## src/tcpq_pkg.sv

```systemverilog
// shared types and constants of the three-class priority queue
package tcpq_pkg;

    localparam int NUM_CLASSES = 3;
    localparam int TAG_W       = 16;
    localparam int ROOM_W      = 8;
    localparam int AGE_W       = 7;
    localparam int ENTRY_W     = TAG_W + ROOM_W;

    localparam logic [AGE_W-1:0] SENIOR_AGE_RESET = 7'd60;

    // request codes
    localparam logic REQ_ENQUEUE = 1'b0;
    localparam logic REQ_SERVE   = 1'b1;

    // result status codes
    localparam logic [1:0] ST_ENQUEUED = 2'd0;
    localparam logic [1:0] ST_SERVED   = 2'd1;
    localparam logic [1:0] ST_EMPTY    = 2'd2;
    localparam logic [1:0] ST_DROPPED  = 2'd3;

    // class codes
    localparam logic [1:0] CLASS_URGENT   = 2'd0;
    localparam logic [1:0] CLASS_PRIORITY = 2'd1;
    localparam logic [1:0] CLASS_NORMAL   = 2'd2;

    typedef struct packed {
        logic              req_type;
        logic [TAG_W-1:0]  patient_tag;
        logic [AGE_W-1:0]  age;
        logic              is_pregnant;
        logic              is_emergency;
        logic [ROOM_W-1:0] room;
    } t_in_item;

    typedef struct packed {
        logic [1:0]        status;
        logic [1:0]        queue_class;
        logic [TAG_W-1:0]  out_tag;
        logic [ROOM_W-1:0] out_room;
    } t_out_item;

    // classified command passed from front to back
    typedef struct packed {
        logic              is_serve;
        logic [1:0]        cls;
        logic [TAG_W-1:0]  tag;
        logic [ROOM_W-1:0] room;
    } t_cmd;

    // command queue status seen by the front
    typedef struct packed {
        logic full;
        logic empty;
    } t_cmdq_status;

endpackage

```

## src/three_class_priority_queue_core.sv

```systemverilog
// top level of the three-class strict-priority queue
//
// channel   direction  handshake                   payload
// in        input      i_in_valid / o_in_ready     i_in_data  (t_in_item)
// out       output     o_out_valid / i_out_ready   o_out_data (t_out_item)
// cfg       input      i_cfg_wr_en                 i_cfg_wr_data (senior age limit)
//
// enqueue and serve-with-nothing-waiting are answered straight from S_IDLE,
// a serve that pops passes through S_READ: the ring store has a registered read port
// a two-entry command queue lets intake continue while the back end works
// a stalled output holds the back end; intake stops once the queue is full
// synchronous active-low reset empties all rings and the command queue
module three_class_priority_queue_core
    import tcpq_pkg::*;
#(
    parameter int QUEUE_DEPTH = 16
) (
    input  logic             i_clk,
    input  logic             i_rst_n,
    input  logic             i_cfg_wr_en,
    input  logic [AGE_W-1:0] i_cfg_wr_data,
    input  logic             i_in_valid,
    output logic             o_in_ready,
    input  t_in_item         i_in_data,
    output logic             o_out_valid,
    input  logic             i_out_ready,
    output t_out_item        o_out_data
);

    t_cmdq_status cmdq_status;
    logic         cmd_push;
    logic         cmd_pop;
    t_cmd         front_cmd;
    t_cmd         back_cmd;

    // request intake and classification
    tcpq_front u_front (
        .i_clk         (i_clk),
        .i_rst_n       (i_rst_n),
        .i_cfg_wr_en   (i_cfg_wr_en),
        .i_cfg_wr_data (i_cfg_wr_data),
        .i_in_valid    (i_in_valid),
        .o_in_ready    (o_in_ready),
        .i_in_data     (i_in_data),
        .i_cmdq_status (cmdq_status),
        .o_cmd_push    (cmd_push),
        .o_cmd         (front_cmd)
    );

    // decoupling queue
    tcpq_cmdq u_cmdq (
        .i_clk    (i_clk),
        .i_rst_n  (i_rst_n),
        .i_push   (cmd_push),
        .i_cmd    (front_cmd),
        .o_status (cmdq_status),
        .i_pop    (cmd_pop),
        .o_cmd    (back_cmd)
    );

    // ring storage and scheduling
    tcpq_back #(
        .QUEUE_DEPTH (QUEUE_DEPTH)
    ) u_back (
        .i_clk       (i_clk),
        .i_rst_n     (i_rst_n),
        .i_cmd_valid (!cmdq_status.empty),
        .i_cmd       (back_cmd),
        .o_cmd_pop   (cmd_pop),
        .o_out_valid (o_out_valid),
        .i_out_ready (i_out_ready),
        .o_out_data  (o_out_data)
    );

endmodule

```

## src/tcpq_ram.sv

```systemverilog
// generic single-write, single-read ram with registered read
module tcpq_ram #(
    parameter int WIDTH = 24,
    parameter int DEPTH = 16
) (
    input  logic                     i_clk,
    input  logic                     i_wr_en,
    input  logic [$clog2(DEPTH)-1:0] i_wr_addr,
    input  logic [WIDTH-1:0]         i_wr_data,
    input  logic                     i_rd_en,
    input  logic [$clog2(DEPTH)-1:0] i_rd_addr,
    output logic [WIDTH-1:0]         o_rd_data
);

    logic [WIDTH-1:0] r_mem [DEPTH];
    logic [WIDTH-1:0] r_rd_data;

    // write port
    always_ff @(posedge i_clk) begin
        if (i_wr_en) begin
            r_mem[i_wr_addr] <= i_wr_data;
        end
    end

    // registered read port
    always_ff @(posedge i_clk) begin
        if (i_rd_en) begin
            r_rd_data <= r_mem[i_rd_addr];
        end
    end

    assign o_rd_data = r_rd_data;

endmodule

```

## src/tcpq_front.sv

```systemverilog
// front end: config register, request intake and class decision
module tcpq_front
    import tcpq_pkg::*;
(
    input  logic             i_clk,
    input  logic             i_rst_n,
    input  logic             i_cfg_wr_en,
    input  logic [AGE_W-1:0] i_cfg_wr_data,
    input  logic             i_in_valid,
    output logic             o_in_ready,
    input  t_in_item         i_in_data,
    input  t_cmdq_status     i_cmdq_status,
    output logic             o_cmd_push,
    output t_cmd             o_cmd
);

    logic [AGE_W-1:0] r_senior_age;
    logic [1:0]       cls;

    // senior age limit register
    always_ff @(posedge i_clk) begin
        if (!i_rst_n) begin
            r_senior_age <= SENIOR_AGE_RESET;
        end else if (i_cfg_wr_en) begin
            r_senior_age <= i_cfg_wr_data;
        end
    end

    // priority test wins over emergency
    always_comb begin
        if (i_in_data.age >= r_senior_age || i_in_data.is_pregnant) begin
            cls = CLASS_PRIORITY;
        end else if (i_in_data.is_emergency) begin
            cls = CLASS_URGENT;
        end else begin
            cls = CLASS_NORMAL;
        end
    end

    // hand the classified request to the command queue
    assign o_in_ready      = !i_cmdq_status.full;
    assign o_cmd_push      = i_in_valid && o_in_ready;
    assign o_cmd.is_serve  = (i_in_data.req_type == REQ_SERVE);
    assign o_cmd.cls       = cls;
    assign o_cmd.tag       = i_in_data.patient_tag;
    assign o_cmd.room      = i_in_data.room;

endmodule

```

## src/tcpq_cmdq.sv

```systemverilog
// two-entry command queue between front and back
module tcpq_cmdq
    import tcpq_pkg::*;
(
    input  logic         i_clk,
    input  logic         i_rst_n,
    input  logic         i_push,
    input  t_cmd         i_cmd,
    output t_cmdq_status o_status,
    input  logic         i_pop,
    output t_cmd         o_cmd
);

    t_cmd       r_slot [2];
    logic       r_wr_ptr;
    logic       r_rd_ptr;
    logic [1:0] r_count;

    // entry storage
    always_ff @(posedge i_clk) begin
        if (i_push) begin
            r_slot[r_wr_ptr] <= i_cmd;
        end
    end

    // pointers and fill level
    always_ff @(posedge i_clk) begin
        if (!i_rst_n) begin
            r_wr_ptr <= 1'b0;
            r_rd_ptr <= 1'b0;
            r_count  <= 2'd0;
        end else begin
            if (i_push) begin
                r_wr_ptr <= !r_wr_ptr;
            end
            if (i_pop) begin
                r_rd_ptr <= !r_rd_ptr;
            end
            case ({i_push, i_pop})
                2'b10:   r_count <= r_count + 2'd1;
                2'b01:   r_count <= r_count - 2'd1;
                default: r_count <= r_count;
            endcase
        end
    end

    assign o_status.full  = (r_count == 2'd2);
    assign o_status.empty = (r_count == 2'd0);
    assign o_cmd          = r_slot[r_rd_ptr];

endmodule

```

## src/tcpq_back.sv

```systemverilog
// back end: three ring buffers, strict-priority pop and result register
module tcpq_back
    import tcpq_pkg::*;
#(
    parameter int QUEUE_DEPTH = 16
) (
    input  logic      i_clk,
    input  logic      i_rst_n,
    input  logic      i_cmd_valid,
    input  t_cmd      i_cmd,
    output logic      o_cmd_pop,
    output logic      o_out_valid,
    input  logic      i_out_ready,
    output t_out_item o_out_data
);

    localparam int PTR_W = $clog2(QUEUE_DEPTH);
    localparam int CNT_W = $clog2(QUEUE_DEPTH + 1);

    typedef enum logic [1:0] {
        S_IDLE = 2'b01,
        S_READ = 2'b10
    } t_state;

    t_state r_state, n_state;

    logic [PTR_W-1:0] r_head  [NUM_CLASSES];
    logic [PTR_W-1:0] r_tail  [NUM_CLASSES];
    logic [CNT_W-1:0] r_count [NUM_CLASSES];
    logic [PTR_W-1:0] n_head  [NUM_CLASSES];
    logic [PTR_W-1:0] n_tail  [NUM_CLASSES];
    logic [CNT_W-1:0] n_count [NUM_CLASSES];

    logic [NUM_CLASSES-1:0] full;
    logic [NUM_CLASSES-1:0] nonempty;
    logic [NUM_CLASSES-1:0] push_en;
    logic [NUM_CLASSES-1:0] pop_en;
    logic [ENTRY_W-1:0]     rd_data [NUM_CLASSES];

    logic [1:0]         r_rd_cls;
    logic [1:0]         n_rd_cls;
    logic [1:0]         sel_cls;
    logic               enq_full;
    logic [ENTRY_W-1:0] sel_data;
    logic               out_free;
    logic               take;
    logic               r_out_valid;
    logic               n_out_valid;
    t_out_item          r_out;
    t_out_item          n_out;
    logic               load_out;

    // per-class occupancy flags
    always_comb begin
        for (int c = 0; c < NUM_CLASSES; c++) begin
            full[c]     = (r_count[c] == CNT_W'(QUEUE_DEPTH));
            nonempty[c] = (r_count[c] != '0);
        end
    end

    // strict priority pick for serve
    always_comb begin
        if (nonempty[0]) begin
            sel_cls = CLASS_URGENT;
        end else if (nonempty[1]) begin
            sel_cls = CLASS_PRIORITY;
        end else begin
            sel_cls = CLASS_NORMAL;
        end
    end

    // full flag of the class an enqueue targets
    always_comb begin
        enq_full = 1'b0;
        for (int c = 0; c < NUM_CLASSES; c++) begin
            if (i_cmd.cls == 2'(c) && full[c]) begin
                enq_full = 1'b1;
            end
        end
    end

    // read data of the class being served
    always_comb begin
        sel_data = '0;
        for (int c = 0; c < NUM_CLASSES; c++) begin
            if (r_rd_cls == 2'(c)) begin
                sel_data = rd_data[c];
            end
        end
    end

    assign out_free  = !r_out_valid || i_out_ready;
    assign take      = (r_state == S_IDLE) && i_cmd_valid && out_free;
    assign o_cmd_pop = take;

    // push and pop enables
    always_comb begin
        for (int c = 0; c < NUM_CLASSES; c++) begin
            push_en[c] = take && !i_cmd.is_serve && i_cmd.cls == 2'(c) && !full[c];
            pop_en[c]  = take && i_cmd.is_serve && (nonempty != '0) && sel_cls == 2'(c);
        end
    end

    // ring pointer and count update
    always_comb begin
        for (int c = 0; c < NUM_CLASSES; c++) begin
            n_head[c]  = r_head[c];
            n_tail[c]  = r_tail[c];
            n_count[c] = r_count[c];
            if (push_en[c]) begin
                n_tail[c]  = (r_tail[c] == PTR_W'(QUEUE_DEPTH - 1)) ? '0
                                                                     : r_tail[c] + 1'b1;
                n_count[c] = r_count[c] + 1'b1;
            end
            if (pop_en[c]) begin
                n_head[c]  = (r_head[c] == PTR_W'(QUEUE_DEPTH - 1)) ? '0
                                                                     : r_head[c] + 1'b1;
                n_count[c] = r_count[c] - 1'b1;
            end
        end
    end

    // sequencer and result formation
    always_comb begin
        n_state  = r_state;
        n_rd_cls = r_rd_cls;
        n_out    = r_out;
        load_out = 1'b0;
        case (r_state)
            S_IDLE: begin
                if (take) begin
                    if (!i_cmd.is_serve) begin
                        load_out          = 1'b1;
                        n_out.status      = enq_full ? ST_DROPPED : ST_ENQUEUED;
                        n_out.queue_class = i_cmd.cls;
                        n_out.out_tag     = '0;
                        n_out.out_room    = '0;
                    end else if (nonempty == '0) begin
                        load_out          = 1'b1;
                        n_out.status      = ST_EMPTY;
                        n_out.queue_class = CLASS_URGENT;
                        n_out.out_tag     = '0;
                        n_out.out_room    = '0;
                    end else begin
                        n_rd_cls = sel_cls;
                        n_state  = S_READ;
                    end
                end
            end
            S_READ: begin
                load_out          = 1'b1;
                n_out.status      = ST_SERVED;
                n_out.queue_class = r_rd_cls;
                n_out.out_tag     = sel_data[ENTRY_W-1:ROOM_W];
                n_out.out_room    = sel_data[ROOM_W-1:0];
                n_state           = S_IDLE;
            end
            default: begin
                n_state = S_IDLE;
            end
        endcase
    end

    assign n_out_valid = load_out || (r_out_valid && !i_out_ready);

    // control registers
    always_ff @(posedge i_clk) begin
        if (!i_rst_n) begin
            r_state     <= S_IDLE;
            r_out_valid <= 1'b0;
            for (int c = 0; c < NUM_CLASSES; c++) begin
                r_head[c]  <= '0;
                r_tail[c]  <= '0;
                r_count[c] <= '0;
            end
        end else begin
            r_state     <= n_state;
            r_out_valid <= n_out_valid;
            for (int c = 0; c < NUM_CLASSES; c++) begin
                r_head[c]  <= n_head[c];
                r_tail[c]  <= n_tail[c];
                r_count[c] <= n_count[c];
            end
        end
    end

    // payload registers
    always_ff @(posedge i_clk) begin
        r_rd_cls <= n_rd_cls;
        r_out    <= n_out;
    end

    // one ring store per class
    for (genvar g = 0; g < NUM_CLASSES; g++) begin : g_store
        tcpq_ram #(
            .WIDTH (ENTRY_W),
            .DEPTH (QUEUE_DEPTH)
        ) u_ram (
            .i_clk     (i_clk),
            .i_wr_en   (push_en[g]),
            .i_wr_addr (r_tail[g]),
            .i_wr_data ({i_cmd.tag, i_cmd.room}),
            .i_rd_en   (pop_en[g]),
            .i_rd_addr (r_head[g]),
            .o_rd_data (rd_data[g])
        );
    end

    assign o_out_valid = r_out_valid;
    assign o_out_data  = r_out;

endmodule

```

## config.mk

```make
export PLATFORM = sky130hd
export DESIGN_NAME = three_class_priority_queue_core
export DESIGN_NICKNAME = d
export VERILOG_FILES = /design/src/tcpq_pkg.sv /design/src/three_class_priority_queue_core.sv /design/src/tcpq_ram.sv /design/src/tcpq_front.sv /design/src/tcpq_cmdq.sv /design/src/tcpq_back.sv
export SDC_FILE = /design/constraint.sdc
export NUM_CORES = 1
export LEC_CHECK = 0
export ABC_AREA = 1
export BUFFER_PORTS_ARGS = -buffer_cell sky130_fd_sc_hd__buf_4
export CELL_PAD_IN_SITES_DETAIL_PLACEMENT = 0
export CELL_PAD_IN_SITES_GLOBAL_PLACEMENT = 1
export CORE_MARGIN = 4
export CORE_UTILIZATION = 47
export DETAILED_ROUTE_END_ITERATION = 10
export HOLD_SLACK_MARGIN = 0.1
export PLACE_DENSITY_LB_ADDON = 0.1
export SETUP_SLACK_MARGIN = 0.2
export SYNTH_ARGS = -nofsm -noshare
export SYNTH_HDL_FRONTEND = slang
export SYNTH_SLANG_ARGS = --single-unit
```

## constraint.sdc

```tcl
create_clock -name i_clk -period 3.2 [get_ports i_clk]
set_clock_uncertainty 0.15 [all_clocks]
set_input_delay 0.16 -clock i_clk [delete_from_list [all_inputs] [get_ports i_clk]]
set_output_delay 0.16 -clock i_clk [all_outputs]
set_load 0.01 [all_outputs]
```

==> PnR_summary.wiki <==
{| class="wikitable"
! Metric !! Value
|-
| Run status || complete, no violations
|-
| Global Route Usage Sum || between 20% and 30%
|-
| Total of warnings raised by yosys || 0
|-
| Number of max-cap violations || 0
|-
| Core Area || between 100000 and 150000 um^2
|-
| Post-DP HPWL || 90300 um
|-
| Origin of the critical flop-to-flop path || u_back.r_state[1]$_SDFFE_PN0P_
|-
| Data required time at the worst endpoint || 3.43 ns
|-
| CP Class || register to register
|-
| Final core utilization || a little over half
|-
| Overall die area || 120000 um^2
|-
| First drt pass iteration count || 5
|-
| Comb pwr share || 23.5%
|-
| GPL Wtd Cong || 0.828
|-
| Number of instances on the worst hold path || 2
|-
| Min Tclk post-route || 2.66 ns
|-
| Switching portion of total power || 31.7%
|-
| Number of top-level pins || between 70 and 80
|-
| Clock input transition at the sequential cells of the worst setup and hold paths || 0.06 ns
|-
| Crit path max fanout || 24
|-
| Min-delay worst type || register to register
|-
| Setup TNS || 0 ns
|-
| Total overflow reported by the global router || 0
|-
| Routed vias || 33800
|-
| Clock share of power || 32.0%
|-
| Worst relative slew slack || a little over a third
|-
| CTS tree || built
|-
| Synthesized cell area || approximately 54000 um^2
|-
| Final routed wire length divided by cell count || roughly 25 um
|-
| Final hold violation count || 0
|-
| Buffers on Ports || 75
|-
| Final Slew Violations || 0
|-
| Final layout net count || 4459
|-
| Worst r2r path cells || 9
|-
| Number of clock sinks || 1362
|-
| Final number of setup-violating endpoints || 0
|-
| Remaining routing DRC violations || 0
|-
| Width of the chip || between 300 and 400 um
|-
| Die height || around 350 um
|-
| Post-Layout Inst Area || 62500 um^2
|-
| Sequential cell area fraction in the yosys report || 74.8%
|-
| Via-to-Cell Ratio || roughly 5.6
|-
| Cell-internal power || 0.0348 W
|-
| Reg power frac || between 40% and 50%
|-
| Area after DPL || 57000 um^2
|-
| Mean instance size in the synthesized netlist || 12.9 um^2
|-
| Post-synthesis to final-layout area growth || 15.7%
|-
| Root buf cell || sky130_fd_sc_hd__clkbuf_16
|-
| Endpoint of the lowest-slack register-to-register path || u_back.g_store[2].u_ram.r_mem[1][9]$_DFFE_PP_
|-
| Bufs on Longest Clock Path || 3
|-
| WP data arrival || 2.89 ns
|-
| Pin slew with the least headroom to its limit || 0.969 ns
|-
| Total CTS buffers || 142
|-
| Leak Pwr || 21.2 nW
|-
| Critical hold path startpoint || u_back.r_state[1]$_SDFFE_PN0P_
|-
| Non-Filler Instances || 6002
|-
| Unrepaired setup endpoints after global routing || false
|-
| Fin crit share || between 80% and 90%
|-
| Power per Cell Area || 815 nW/um^2
|-
| Worst Hold Path EP || u_back.r_state[1]$_SDFFE_PN0P_
|-
| Largest vdd supply drop || 0.483 mV
|-
| Number of antenna violations at the first check in global routing || 2
|-
| Type of element capturing the critical path || register
|-
| Psw || 0.0161 W
|-
| Count of mapped cells out of synthesis || 4173
|-
| F_max || 377 MHz
|-
| Final-layout worst hold slack || 0.340 ns
|-
| Yosys reg bits || 1362
|-
| Iter 0 DRT Violations || 3519
|-
| Global-route wire length before repair || around 220000 um
|-
| Type of origin of the critical path || register
|-
| Vias in the first global route || 32300
|-
| Number of placement rows || roughly 120
|-
| Initial Util || 47.3%
|-
| Number of nets still failing antenna checks after routing || 0
|-
| Number of distinct library cell variants in the gate-level netlist after synthesis || 37
|-
| Worst-Skew Late Latency || around 0.74 ns
|-
| Post-CTS Setup Repair Bufs || 0
|-
| Worst reg2reg setup slack || 0.54 ns
|-
| Total detailed-routing wirelength || ~150000 um
|-
| Layout cell share with drive strength beyond 1 || approximately 12%
|-
| Post-Place Cells || 5656
|-
| Deepest level of the CTS H-tree || 4
|-
| Number of nets in the synthesized netlist || 4256
|-
| Maximum number of pins on one net before global-route repair || 149
|}
cells in the mapped netlist:
master                     number  area, um^2
sky130_fd_sc_hd__dfxtp_1       54        1080
sky130_fd_sc_hd__o211ai_1     145        1090
sky130_fd_sc_hd__a211oi_1       1        7.51
sky130_fd_sc_hd__nand4_1        4        25.0
sky130_fd_sc_hd__o22ai_1        2        12.5
sky130_fd_sc_hd__inv_2         11        41.3
sky130_fd_sc_hd__nand3b_1       1        7.51
sky130_fd_sc_hd__nor2_8         1        20.0
sky130_fd_sc_hd__clkbuf_1     162         608
sky130_fd_sc_hd__and3_1         1        6.26
sky130_fd_sc_hd__nand2_1      344        1290
sky130_fd_sc_hd__nor2_1       971        3640
sky130_fd_sc_hd__nand2_2        8        50.1
sky130_fd_sc_hd__nand2_4        9         101
sky130_fd_sc_hd__buf_4         16         120
sky130_fd_sc_hd__buf_6         12         135
sky130_fd_sc_hd__nor3_1         3        15.0
sky130_fd_sc_hd__buf_2         35         175
sky130_fd_sc_hd__clkinv_1       3        11.3
sky130_fd_sc_hd__o32ai_1      144        1260
sky130_fd_sc_hd__nand3_1      214        1070
sky130_fd_sc_hd__ha_1          34         425
sky130_fd_sc_hd__nand3_4        2        35.0
sky130_fd_sc_hd__a21oi_1       41         205
sky130_fd_sc_hd__o21ai_2        4        35.0
sky130_fd_sc_hd__nor2_4         5        56.3
sky130_fd_sc_hd__nor2_2         3        18.8
sky130_fd_sc_hd__inv_1         90         338
sky130_fd_sc_hd__edfxtp_1    1308       39300
sky130_fd_sc_hd__fa_1           3        60.1
sky130_fd_sc_hd__o21ai_0      480        2400
sky130_fd_sc_hd__xor2_1        16         140
sky130_fd_sc_hd__o21ai_1       19        95.1
sky130_fd_sc_hd__inv_4          1        6.26
sky130_fd_sc_hd__nand3_2        1        10.0
sky130_fd_sc_hd__o21bai_1       1        7.51
sky130_fd_sc_hd__buf_1         24        90.1
placed cells by master, fill, tap and decap left out, types with 48 or more instances in the layout:
master	instances
sky130_fd_sc_hd__nand2_1	320
sky130_fd_sc_hd__nor2_2	55
sky130_fd_sc_hd__o21ai_0	480
sky130_fd_sc_hd__clkbuf_16	154
sky130_fd_sc_hd__inv_1	90
sky130_fd_sc_hd__nand3_1	214
sky130_fd_sc_hd__o211ai_1	145
sky130_fd_sc_hd__dlygate4sd3_1	88
sky130_fd_sc_hd__edfxtp_1	1308
sky130_fd_sc_hd__dfxtp_1	48
sky130_fd_sc_hd__buf_4	192
sky130_fd_sc_hd__o32ai_1	144
sky130_fd_sc_hd__nor2_1	919
worst max-delay path by stage:
stage / from / endpoint / slack, ns / depth (start not counted)
finish: u_back.r_state[1]$_SDFFE_PN0P_ / u_back.g_store[2].u_ram.r_mem[1][9]$_DFFE_PP_ / 0.54 / 9
global route: u_back.r_state[1]$_SDFFE_PN0P_ / u_back.g_store[2].u_ram.r_mem[1][9]$_DFFE_PP_ / 0.33 / 9
CTS: u_back.r_state[1]$_SDFFE_PN0P_ / u_back.g_store[2].u_ram.r_mem[1][9]$_DFFE_PP_ / 0.51 / 9
detailed placement: u_back.r_state[1]$_SDFFE_PN0P_ / u_back.g_store[2].u_ram.r_mem[1][9]$_DFFE_PP_ / 0.53 / 9
global placement: u_back.r_state[1]$_SDFFE_PN0P_ / u_back.g_store[2].u_ram.r_mem[14][14]$_DFFE_PP_ / 0.56 / 9
floorplan: u_back.r_state[1]$_SDFFE_PN0P_ / u_back.g_store[2].u_ram.r_mem[0][0]$_DFFE_PP_ / 0.35 / 8
routing by layer:
| metal | up-vias | part of all wire, % | GRT usage [%] |
|---|---|---|---|
| li1 | 15600 | - | - |
| met1 | 17000 | 45 | 35.9 |
| met2 | 998 | 47 | 37.8 |
| met3 | 153 | 6.2 | 3.94 |
| met4 | 0 | 1.7 | 5.53 |
| met5 | - | 0 | 0 |
power by group through the flow:
| stage | Clock, W | Sequential (W) | Combinational (W) |
|---|---|---|---|
| floorplan | 0 | 0.0228 | 0.00665 |
| global placement | 0 | 0.0230 | 0.0119 |
| detailed placement | 0 | 0.0230 | 0.0119 |
| CTS | 0.0166 | 0.0226 | 0.0121 |
| global route | 0.0174 | 0.0227 | 0.0130 |
| finish | 0.0163 | 0.0226 | 0.0120 |
flip-flops by register name, summed over array words and instances, names as in the netlist, named ones only:
name and cells:
u_back.g_store.u_ram.r_mem 1152, u_back.g_store.u_ram.o_rd_data 72, u_cmdq.r_slot 54, u_back.o_out_data 28, u_back.r_count 15, u_back.r_head 12, u_back.r_tail 12, u_front.r_senior_age 7
u_back.r_rd_cls 2, u_back.r_state 2, u_cmdq.r_count 2, u_back.o_out_valid 1, u_cmdq.r_rd_ptr 1, u_cmdq.r_wr_ptr 1
area by class of cell:
cell class                      count  area, um^2
Timing Repair Buffer              308        2880
Antenna cell                        1        2.50
Clock inverter                     69         616
Inverter                          105         412
Fill cell                        9635       51700
Clock buffer                      188        3980
Tap cell                         1512        1890
Multi-Input combinational cell   2457       12300
Sequential cell                  1362       40400
stage by stage:
| step | power (W) | worst slack (ns) |
|---|---|---|
| 2_1_floorplan | 0.0295 | 0.346 |
| 3_5_place_dp | 0.0349 | 0.528 |
| 6_report | 0.0509 | 0.544 |
| 5_1_grt | 0.0531 | 0.330 |
| 4_1_cts | 0.0513 | 0.510 |
| 3_3_place_gp | 0.0349 | 0.556 |
critical path: stages (launching register included):
cell and delay [ns]:
sky130_fd_sc_hd__dfxtp_1 0.31, sky130_fd_sc_hd__inv_1 0.07, sky130_fd_sc_hd__ha_1 0.24, sky130_fd_sc_hd__nand3_4 0.16
sky130_fd_sc_hd__nor2_4 0.26, sky130_fd_sc_hd__nand2_2 0.22, sky130_fd_sc_hd__inv_2 0.15, sky130_fd_sc_hd__nand2_1 0.19
sky130_fd_sc_hd__nor2_2 0.15, sky130_fd_sc_hd__buf_4 0.36
cell families (layout without fill, tap and decap cells):
family / after synthesis / count (layout) / synth area share [%]
other: 0 / 1 / 0
adder cells (fa/ha/maj): 37 / 37 / 0.899
XOR/XNOR: 16 / 16 / 0.260
AND/OR/NAND/NOR: 1567 / 1567 / 11.8
AO/OA/AOI/OAI: 837 / 837 / 9.48
flip-flops: 1362 / 1362 / 74.8
buffers and inverters: 354 / 670 / 2.83
what timing repair did:
action                    CTS  global route
hold endpoints to repair  162             0
hold buffers               88             0
resized for setup           0             0
(Power assumes the default switching activity.)
